### config.mk
export PLATFORM = sky130hd
export DESIGN_NAME = mab_ram
export DESIGN_NICKNAME = d
export VERILOG_FILES = /design/src/mab_ram.sv
export SDC_FILE = /design/constraint.sdc
export NUM_CORES = 2
export LEC_CHECK = 0
export BUFFER_PORTS_ARGS = -buffer_cell sky130_fd_sc_hd__buf_2
export CAP_MARGIN = 5
export CORE_UTILIZATION = 33
export CTS_CLUSTER_DIAMETER = 30
export DETAILED_ROUTE_END_ITERATION = 16
export PLACE_DENSITY = 0.5
export SLEW_MARGIN = 15
export SYNTH_ARGS = -nofsm -noshare
export SYNTH_HDL_FRONTEND = slang
export SYNTH_SLANG_ARGS = --single-unit
export TNS_END_PERCENT = 50
### constraint.sdc
create_clock -name clock -period 3.17 [get_ports clock]
set_input_delay 0.1585 -clock clock [delete_from_list [all_inputs] [get_ports clock]]
set_output_delay 0.1585 -clock clock [all_outputs]
set_load 0.1 [all_outputs]
### src/mab_ram.sv
// generic single-write, single-read ram with registered read data
module mab_ram #(
   parameter int WIDTH = 16,
   parameter int DEPTH = 256,
   localparam int ADDR_W = (DEPTH > 1) ? $clog2(DEPTH) : 1
) (
   input  logic              clock,
   input  logic              wr_en,
   input  logic [ADDR_W-1:0] wr_addr,
   input  logic [WIDTH-1:0]  wr_data,
   input  logic              rd_en,
   input  logic [ADDR_W-1:0] rd_addr,
   output logic [WIDTH-1:0]  rd_data
);

   logic [WIDTH-1:0] mem_ff [DEPTH];
   logic [WIDTH-1:0] rd_data_ff;

   always_ff @(posedge clock) begin
      if (wr_en) begin
         mem_ff[wr_addr] <= wr_data;
      end
      if (rd_en) begin
         rd_data_ff <= mem_ff[rd_addr];
      end
   end

   assign rd_data = rd_data_ff;

endmodule

**Word-level counts from Yosys, hierarchy flattened**

Memory sizes are Yosys's and may differ from the RTL's. A register that Yosys moved wholly into a read port is not among the register bits.
Cells that the tools add are included.

- Muxes and demuxes: 2

Operator list:

| kind | number |
|---|---|
| 2-to-1 mux 1 bit | 2 |

- Register bits after elaboration: 0
- Memory bits (writable): 4096
- Memories kept: 1
- Output and inout bits: 16
- Input port bits: 35
- Logic and storage cells: 3

Memories:

| name | words | width | read ports | clocked after memory_dff | write ports | line | source |
|---|---|---|---|---|---|---|---|
| mem_ff | 256 | 16 | 1 | 1 | 1 | 16 | `logic [WIDTH-1:0] mem_ff [DEPTH];` |

**Longest topological paths before layout**

- Depth in word-level cells: 2
- Gate-level depth with buffers: 12
- Mapped depth without buffers: 6

**Worst setup path before layout**

No wires, ideal clock.

- Path type: input -> register
- From: input port rd_addr[0]
- To: register rd_data_ff[4] (netlist: rd_data[4]) (read register of mem_ff) (data pin)
- Data required time: 2.905 ns
- Buffers on the path: 3
- Arrival time: 2.142 ns
- Library setup time: 0.265 ns
- Slack: 0.763 ns
- Stages on the path: 8
- Path through: buf_6 -> buf_6 -> buf_2 -> mux4_2 -> mux4_2 -> a22o_1 -> o32ai_2 -> nor4_2

RTL lines:

| item | line | source |
|---|---|---|
| start, declared | 12 | `input logic [ADDR_W-1:0] rd_addr,` |
| end, declared | 17 | `logic [WIDTH-1:0] rd_data_ff;` |

==> metrics.md <==
| Metric | Value |
|---|---|
| Relative slew slack | 5.78% |
| Synth-to-layout area growth | 27.8% |
| Crit-path cells | mux4_2 > mux4_2 > a22o_1 > o32ai_2 > buf_4 > nor4_1 > buf_4 |
| Slowest stage cell, crit path | mux4_2 |
| Sequential power share | 39.0% |
| Worst-case reg-to-reg path depth | 7 |
| Worst path max stage delay | approximately 560 ps |
| Largest family of logic cells by synthesized area | multiplexers |
| Final Setup Violations | 0 |
| Vias in the first global route | 85.4k |
| Seq/Total Area, Yosys | 77.7% |
| Asr flop ratio synth | 0% |
| Drt drc | 0 |
| Final nets | 8784 |
| Via count | between 80k and 90k |
| Clock Power Share | 56.8% |
| CTS Buffer Depth | 4 |
| Status | finished clean |
| Power Total | ~150000 uW |
| Final hold viol count | 0 |
| Synth area leader | edfxtp_1 |
| Most frequent cells in the layout | 4112 x edfxtp_1, 840 x clkbuf_16, 797 x mux4_2 |
| Top cell type's share of synthesized area | 77.7% |
| Sink Count | 4112 |
| Global-route wire length before repair | 653 mm |
| Clk root buf | clkbuf_16 |
| Hold_ws | around 66 ps |
| Initial antenna violation count | 36 |
| Most used DFF post-synth | edfxtp_1 |
| Clock Latency Late Sink | 1110 ps |
| Setup tns final | 0 ps |
| GRT overflow | 0 |
| Data required, critical path | 3990 ps |
| Max_cap viols | 0 |
| IO Pins | 51 |
| PD cells | 761 nW/um2 |
| Final slew viol count | 0 |
| Wire per inst | ~29 um |
| CP Launch Type | flip-flop |
| Post-route minimum period | 2970 ps |
| First drt pass iteration count | 5 |
| Total length of routed wires | 465 mm |
| Layout cells sized above 1 | a little over a third |
| Fin Clk Skew | 101 ps |
| H-Tree Depth | 6 |
| Die width | slightly below 700 um |
| Hold path depth | 2 |
| RSZ-0062 raised after global routing | false |
| Synth Area in Compound Gates | 3.53% |
| Synth Area per Inst | 21.6 um2 |
| Hpwl dp | 288 mm |
| Synth Register Bits | ~4.1k |
| Number of synthesized flops with an enable pin | 4112 |
| Post-DRT Antenna Nets | 0 |
| Fmax | 336 MHz |
| Initial DRC Count | 8608 |
| Final worst-path cycle share | a little over nine tenths |
| Drt via density | 5.22 |
| Inst Count DP | about 14k |
| Number of I/O port buffers | 50 |
| Worst setup EP type | flip-flop |
| Die height | between 600 and 700 um |
| XOR/XNOR Fraction of Synth Area | 0% |
| Distinct cells, synth | 51 |
| Hold Crit Class | primary input to flip-flop |
| Post-synthesis simple-gate area fraction | 1.57% |
| Mapped cell area | 159000 um2 |
| Rows | 254 |
| Pin count of the biggest net entering global routing | between 100 and 150 |
| CP Class | flip-flop to flip-flop |
| CTS buffer count | 834 |
| Gp weighted congestion | 0.832 |
| Top cells by area, synth | edfxtp_1 78%, mux4_2 11%, mux2i_1 3.6% |
| Post-Layout Cell Count | 15.9k |
| CP arrival | 3790 ps |
| Int Power | 121000 uW |
| Logic pwr share | under 10% |
| Core area | 479000 um2 |
| Die area | about 480000 um2 |
| Leakage | 0.0671 uW |
| Post-CTS Setup Inserts | 0 |
| GRT Util Overall | 18.9% |
| Critical Path Fanout Max | 1 |
| Synth Instances | 7360 |
| Yosys warning total | 0 |
| Clock slew at reported path FFs | 50 ps |
| Mux cell area share after synthesis | 15.5% |
| Starting Density | between 30% and 40% |
| Fraction of the mapped netlist area in adder cells | 0% |
| Post-synth net total | approximately 7.4k |
| Reported net switching power | 33600 uW |
| Sw frac | 21.7% |
| Maximum vdd drop | approximately 0.48 mV |
| Most common cell after layout, fill and taps aside | edfxtp_1 |
| Slew of the pin with the lowest slew margin | 1410 ps |
| CTS tree | yes |
==> metrics by stage <==
| stage | setup WS, ps | instance area (um2) | utilization [%] |
|---|---|---|---|
| finish | 197 | 203000 | 42.4 |
| global route | 125 | 203000 | 42.4 |
| CTS | 136 | 203000 | 42.4 |
| detailed placement | -614 | 174000 | 36.3 |
| global placement | -693 | 174000 | 36.3 |
| floorplan | 763 | 159000 | - |
==> cell families (layout without fill, tap and decap cells) <==
family                 count (synthesis)  count (layout)
DFF                                 4112            4112
muxes                               1450            1450
buffers and inverters                456            2573
and+or+nand+nor                      556             556
other                                  0              13
AOI/OAI and AO/OA                    786             786
==> final timing paths <==
kind	end	slack, ps	from
min	mem_ff[183][5]	70	wr_data[5]
min reg2reg	rd_data[8]	1240	mem_ff[110][8]
max	rd_data[14]	200	mem_ff[63][14]
max reg2reg	rd_data[14]	200	mem_ff[63][14]
==> area by class of cell <==
| type | instances | area (um2) |
|---|---|---|
| antenna | 13 | 32.5 |
| clock buffer | 933 | 21400 |
| clock inverter | 631 | 7400 |
| fill | 41400 | 276000 |
| inverter | 4 | 27.5 |
| multi-input combinational | 2792 | 33200 |
| sequential | 4112 | 123000 |
| tap | 6400 | 8010 |
| timing repair buffer | 1005 | 9620 |
==> registers in the layout (all words and copies together) (netlist names) <==
signal,cells
rd_data,16
mem_ff,4096
==> power groups by stage <==
stage               clock [uW]  combinational (uW)  sequential (uW)
CTS                      88900                6690            60200
finish                   87800                6610            60200
global route             91600                6920            60200
detailed placement           0                6630            61200
global placement             0                6540            61200
floorplan                    0                2960            61300
==> routing by layer <==
metal,up-vias,share of wire (%),GRT usage [%]
met2,3112,48,30.5
met4,16,2.9,5.68
li1,34600,-,-
met1,44600,43,26.1
met5,-,0.022,0
met3,703,6.7,3.39
==> worst max-delay path: cells and delay by family, from the launching register on <==
kind	cells	cell delay, ps
and+or+nand+nor	1	60
buffers and inverters	2	380
AOI/OAI and AO/OA	2	770
DFF	1	370
muxes	2	1120
==> cells in the mapped netlist (all sizes together), types with 18 or more instances <==
cell type	number
mux2	88
a211oi	18
nand2	38
a21oi	175
a22oi	43
mux4	797
edfxtp	4112
nand3	35
nor3	92
buf	222
o21ai	38
o32ai	21
mux2i	565
clkbuf	230
nor2	304
o221ai	253
nor4	18
o22ai	148
nand4	26
a221oi	28
a22o	32
==> timing repair <==
item                                    4_1_cts  5_1_grt
gates resized for setup                       4        0
endpoints found under the hold margin      4014        0
hold buffers                                 29        0
endpoints found under the setup margin        3        0
Power figures use the tool's default switching activity.
