### config.mk
export PLATFORM = sky130hd
export DESIGN_NAME = mab_div
export DESIGN_NICKNAME = d
export VERILOG_FILES = /design/src/mab_pkg.sv /design/src/mab_div.sv
export SDC_FILE = /design/constraint.sdc
export NUM_CORES = 1
export LEC_CHECK = 0
export BUFFER_PORTS_ARGS = -buffer_cell sky130_fd_sc_hd__buf_2
export CORE_ASPECT_RATIO = 0.7
export CORE_MARGIN = 1.5
export CORE_UTILIZATION = 52
export DETAILED_ROUTE_END_ITERATION = 10
export PLACE_DENSITY = 0.87
export SETUP_SLACK_MARGIN = 0.5
export SLEW_MARGIN = 10
export SYNTH_ARGS = -nofsm -noshare
export SYNTH_HDL_FRONTEND = slang
export SYNTH_SLANG_ARGS = --single-unit
### constraint.sdc
create_clock -name clock -period 3.67 [get_ports clock]
set_input_delay 0.1835 -clock clock [delete_from_list [all_inputs] [get_ports clock]]
set_output_delay 0.1835 -clock clock [all_outputs]
set_load 0.02 [all_outputs]
### src/mab_pkg.sv
// shared types, constants and helpers of the moving-average band filter
package mab_pkg;

   localparam int MAX_WINDOW_DEFAULT = 256;

   localparam int SAMPLE_W    = 16;
   localparam int SUM_W       = 24;
   localparam int WIN_W       = 9;
   localparam int MODE_W      = 2;
   localparam int CSR_INDEX_W = 4;
   localparam int CSR_DATA_W  = 9;

   // one quotient bit per divider iteration
   localparam int DIV_STEPS   = SUM_W;
   localparam int DIV_CNT_W   = $clog2(DIV_STEPS);

   typedef enum logic [MODE_W-1:0] {
      MODE_LOW  = 2'd0,
      MODE_HIGH = 2'd1,
      MODE_BAND = 2'd2,
      MODE_SUM  = 2'd3
   } mode_type;

   localparam logic [CSR_INDEX_W-1:0] REG_MODE        = 4'd0;
   localparam logic [CSR_INDEX_W-1:0] REG_LOW_WINDOW  = 4'd1;
   localparam logic [CSR_INDEX_W-1:0] REG_HIGH_WINDOW = 4'd2;
   localparam logic [CSR_INDEX_W-1:0] REG_HOLD        = 4'd3;

   typedef struct packed {
      logic               start;
      logic [SUM_W-1:0]   dividend;
      logic [WIN_W-1:0]   divisor;
   } div_req_type;

   typedef struct packed {
      logic               done;
      logic [SUM_W-1:0]   quotient;
      logic [WIN_W-1:0]   remainder;
   } div_rsp_type;

   // zero acts as one, anything above the ring depth acts as the depth
   function automatic logic [WIN_W-1:0] eff_window(input logic [WIN_W-1:0] w,
                                                    input int max_w);
      logic [WIN_W-1:0] res;
      if (w == '0) begin
         res = WIN_W'(1);
      end else if (int'(w) > max_w) begin
         res = WIN_W'(max_w);
      end else begin
         res = w;
      end
      return res;
   endfunction

endpackage

### src/mab_div.sv
// iterative restoring divider, one quotient bit per cycle
module mab_div import mab_pkg::*; (
   input  logic        clock,
   input  logic        reset,
   input  div_req_type div_req,
   output div_rsp_type div_rsp
);

   logic                 busy_ff;
   logic                 done_ff;
   logic [DIV_CNT_W-1:0] count_ff;
   logic [SUM_W-1:0]     quo_ff;
   logic [WIN_W-1:0]     rem_ff;
   logic [WIN_W-1:0]     dsr_ff;

   logic [WIN_W:0]       shifted;
   logic                 fits;
   logic [SUM_W-1:0]     quo_in;
   logic [WIN_W-1:0]     rem_in;

   always_comb begin
      shifted = {rem_ff, quo_ff[SUM_W-1]};
      fits    = shifted >= {1'b0, dsr_ff};
      quo_in  = {quo_ff[SUM_W-2:0], fits};
      rem_in  = fits ? WIN_W'(shifted - {1'b0, dsr_ff}) : shifted[WIN_W-1:0];
   end

   always_ff @(posedge clock) begin
      if (reset) begin
         busy_ff  <= 1'b0;
         done_ff  <= 1'b0;
         count_ff <= '0;
      end else begin
         done_ff <= 1'b0;
         if (div_req.start) begin
            busy_ff  <= 1'b1;
            count_ff <= '0;
            quo_ff   <= div_req.dividend;
            rem_ff   <= '0;
            dsr_ff   <= div_req.divisor;
         end else if (busy_ff) begin
            quo_ff   <= quo_in;
            rem_ff   <= rem_in;
            count_ff <= count_ff + DIV_CNT_W'(1);
            if (count_ff == DIV_CNT_W'(DIV_STEPS - 1)) begin
               busy_ff <= 1'b0;
               done_ff <= 1'b1;
            end
         end
      end
   end

   assign div_rsp.done      = done_ff;
   assign div_rsp.quotient  = quo_ff;
   assign div_rsp.remainder = rem_ff;

endmodule
* Yosys cells after proc, flatten, opt, wreduce, memory -nomap -nowiden *
Index checks and enable logic that the tools add are counted.

storage, ports and cells
  RAM bits = 0
  memories = 0
  latch bits = 0
  bits in registers = 49
  word-level logic and storage cells = 25
  bits of input ports = 36
  memory bits (read-only) = 0

operators by class
  $add $sub $neg = 2
  shift-type cells = 0
  reduce and logical (&&, ||, !) cells = 5
  order comparisons = 1
  bitwise operators = 2
  div/mod/pow operators = 0
  $mul = 0
  multiplexer cells = 8
  eq/ne operators = 1

operators with widths
  operator               number
  $mux W24               2
  $mux W9                2
  $ge A10 B9 Y1          1
  $sub A9 B9 Y9          1
  $add A5 B1 Y5 const B  1
  $eq A5 B5 Y1 const B   1
  $mux W1                4
  $reduce_and A2 Y1      2
  $reduce_or A3 Y1       1
  $not A1 Y1             2
  $reduce_bool A2 Y1     1
  $reduce_or A2 Y1       1

* Longest topological paths before layout *
  depth after elaboration = 4
  mapped depth = 10

* Least setup slack after synthesis *
No wires, ideal clock.

  path type = input to register
  start = input div_req[33] (netlist bit)
  end = register quo_ff[0], enable pin
  stages = 4
  path buffers = 2
  data arrival time = 2.234 ns
  setup slack = 1.013 ns
  data required time = 3.247 ns
  path through = clkbuf_1 -> clkbuf_1 -> nor2_1 -> nor2_1

on the way
  longest elaborated chain between the ends = 2

ends and longest elaborated chain
  item                                 RTL line       source
  from (decl)                          mab_div.sv:5   input div_req_type div_req,
  $reduce_bool A2 Y1 (no source line)  n/a
  $reduce_and A2 Y1 (no source line)   n/a
  to (signal assigned)                 mab_div.sv:38  quo_ff <= div_req.dividend;
  to (signal assigned)                 mab_div.sv:42  quo_ff <= quo_in;
  to (decl)                            mab_div.sv:12  logic [SUM_W-1:0] quo_ff;

No other way between the ends.
A chain may end at the register's enable or synchronous reset.

* Worst setup path in the final report *
  start = register quo_ff[23]
  end = register rem_ff[7] (data pin)

on the way
  longest elaborated chain between the ends = 3

ends and longest elaborated chain
  item                                            RTL line                      source
  $sub A9 B9 Y9 or $ge A10 B9 Y1 (tied branches)  mab_div.sv:25, mab_div.sv:23
  $mux W9 *                                       mab_div.sv:25                 rem_in = fits ? WIN_W'(shifted - {1'b0, dsr_ff}) : shifted[WIN_W-1:0];
  $mux W9 *                                       mab_div.sv:41                 end else if (busy_ff) begin
  to (signal assigned)                            mab_div.sv:43                 rem_ff <= rem_in;
  to (decl)                                       mab_div.sv:13                 logic [WIN_W-1:0] rem_ff;

Every way passes the cells marked *; elsewhere a longest branch is shown, timed or not. The select of a mux whose other input is x is not followed.

==> reports/summary.txt <==
FILL cells: 337
Yosys top cell area share: 51.5%
core area: 4430 um2
leading register cell type out of synthesis: edfxtp_1
Least-Margin Pin Slew: 0.817 ns
vias in the first global route: 1,633
Antenna Cells: 0
fmax: 379 MHz
Routed WL: 4.60 mm
initial antenna violation count: 0
Layout Nets: 300
Die W: 85.0 um
CTS sink cnt: 49
drt pass-1 iters: 9
via count: 1,649
sequential-to-total area share from yosys stat: 57.2%
crit-path cells: inv_1 > ha_1 > inv_1 > fa_1 > a21o_1 > a221oi_4 > a31oi_2 > or2_2 > a21oi_1
Syn Area/Cell: 13.5 um2
Fin. Hold Viols: 0
number of flops mapped to enable cells by yosys: 42
Post-Syn Area: 2450 um2
Slowest-stage cell, CP: fa_1
clk slew on worst S/H paths: 0.09 ns
failing checks: design-rule violations
post-synthesis mux area share: 12.7%
Multi-input gate area: 961 um2
Pint: 0.000922 W
hpwl dp: 3.35 mm
CTS tree: yes
CTS root buf: clkbuf_8
critical path's top delay family: compound AO/OA/AOI/OAI gates
Max Clock Skew: 0.00433 ns
clock share of power: 24.4%
layout cell share with drive strength beyond 1: 44.5%
YS warnings: 0
PortBufs: 69
Bufs and invs on worst path: 2
Slew HR: 45.3%
power density cells: 441 nW/um2
part of the power in registers: 52.4%
crit path time final: 2.64 ns
Fin Setup TNS: 0 ns
Placed Cells: 301
crit share post-route: 72.0%
Worst path most repeated cell: inv_1
CP arrival: 2.80 ns
adder-cell share of the synthesized area: 5.92%
Slew Viols, Final: 0
critical-path maximum fanout: 14
row cnt: 20
Setup crit start kind: register
die area: 5140 um2
post-synth top area cell: edfxtp_1
WL per Instance: 14.9 um
HP Class: in2reg
GR Overflow Total: 0
GP Congestion: 0.851
Leakage Power: 1.25 nW
synthesis-to-layout area growth: 19.6%
Finished Layout Cells: 309
Max clock buf depth: 2
DR iter-0 viols: 99
die height: 60.4 um
Seq cells post-synth: 49
Gate power share: 23.2%
P_sw: 0.000372 W
peak supply drop: 316 uV
H-tree Lvls: 2
GRT Overall Usage: 19.2%
Net Sw Frac: 28.7%
kind of critical path: reg2reg
Seq. cell area: 1400 um2
post-CTS repair timing setup buffer count: 0
Initial Util: 55.3%
RSZ-0062 raised after global routing: no
WP data required: 3.83 ns
CP Capture Type: register
status: complete, but fails checks
Post-Syn Instances: 182
CP max stage delay: 0.41 ns
CTS resizes: 0
compound-gate portion of the synthesized area: 9.35%
largest net degree at the start of global routing: 36
main combinational cell family by area after synthesis: multiplexers
# setup viols final: 0
clk_lat worst skew: 0.30 ns
Post-Synth XOR/XNOR Area: 2.50%
Syn Nets: 229
simple-gate share of the synthesized area: 8.68%
vias per cell: 5.34
CTS Hold Bufs: 0
DRC violations left: 1
max-cap violation count: 0
largest cells by area after synthesis: edfxtp_1, mux2_2, dfxtp_1, ha_1, nor2_1
first-pass GRT wire length: 7.51 mm
cts bufs inserted: 5
I/O Pins: 70
remaining antenna violation count: 0
distinct cell type count after synthesis: 41
asr flop ratio synth: 0%
## sequential cells by signal, summed over array words and instances (netlist names)
name	flops
busy_ff	1
count_ff	5
rem_ff	9
dsr_ff	9
done_ff	1
quo_ff	24
## cells in the final DEF (no fill, tap or decap), types with 2 or more instances in the layout
cell / count
and3_1: 2
ha_1: 10
nor2_1: 15
or2_1: 3
or3_1: 2
nand3_1: 3
xnor2_1: 4
mux2i_1: 4
buf_4: 2
clkbuf_8: 5
inv_1: 14
a21o_1: 3
mux2_2: 24
edfxtp_1: 42
a21oi_1: 4
a211oi_2: 3
o2111ai_1: 2
nand4_1: 2
dfxtp_1: 7
buf_2: 69
or2_2: 2
xor2_1: 3
nand2_1: 4
o21ai_0: 5
## per-stage QoR
| stage | cell area [um2] | hold slack (ns) | total power [W] | utilization [%] | worst slack [ns] |
|---|---|---|---|---|---|
| finish | 2930 | 0.0496 | 0.00129 | 66.2 | 1.03 |
| CTS | 2930 | 0.0373 | 0.00130 | 66.2 | 1.02 |
| global route | 2930 | 0.0377 | 0.00135 | 66.2 | 0.844 |
| detailed placement | 2840 | 0.362 | 0.000988 | 64.2 | 1.04 |
| floorplan | 2450 | 0.256 | 0.000910 | - | 1.01 |
| global placement | 2840 | 0.362 | 0.000981 | 64.2 | 1.13 |
## cell type report
class / instances / share of cell area, %
repair buffers: 71 / 12.3
clock inverters: 2 / 0.470
well taps: 55 / 2.35
inverters: 14 / 1.79
multi-input cells: 112 / 32.8
clock buffers: 6 / 2.48
flip-flops and latches: 49 / 47.8
## kinds of logic (layout without fill, tap and decap cells)
logic type      after synthesis  count (layout)
mux                          28              28
flops                        49              49
buf+inv                      21              93
xor+xnor                      7               7
fa+ha+maj                    11              11
simple gates                 40              40
compound gates               26              26
## power groups by stage
| stage | logic (W) | registers, W | clock network, W |
|---|---|---|---|
| after global placement | 0.000291 | 0.000690 | 0 |
| after detailed placement | 0.000298 | 0.000690 | 0 |
| final | 0.000300 | 0.000677 | 0.000316 |
| after global routing | 0.000329 | 0.000683 | 0.000341 |
| after CTS | 0.000300 | 0.000678 | 0.000323 |
| after floorplan | 0.000189 | 0.000721 | 0 |
## layer usage
metal | wire length (um) | global-route usage (%)
met5 | 0 | 0
met4 | 23 | 4.22
met3 | 298 | 6.39
met2 | 2130 | 31.0
met1 | 2150 | 26.0
## final timing paths
check,endpoint,cells after the start,from,slack [ns]
hold / removal,dsr_ff[1],1,div_req[1],0.05
setup reg to reg,rem_ff[7],9,quo_ff[23],1.03
hold reg to reg,count_ff[4],2,count_ff[4],0.53
setup / recovery,rem_ff[7],9,quo_ff[23],1.03
## synthesized netlist by cell type, types with 2 or more instances
master      n
mux2i_1     4
a211oi_2    3
a21oi_1     4
inv_1      14
nor2_1     16
o2111ai_1   2
a21o_1      3
nand2_1     4
and3_1      2
nand3_1     3
o21ai_0     5
dfxtp_1     7
mux2_2     24
or3_1       2
xor2_1      3
buf_1       2
clkbuf_1    3
or2_2       2
xnor2_1     4
or2_1       3
ha_1       10
nand4_1     2
edfxtp_1   42
Power figures use the tool's default switching activity.
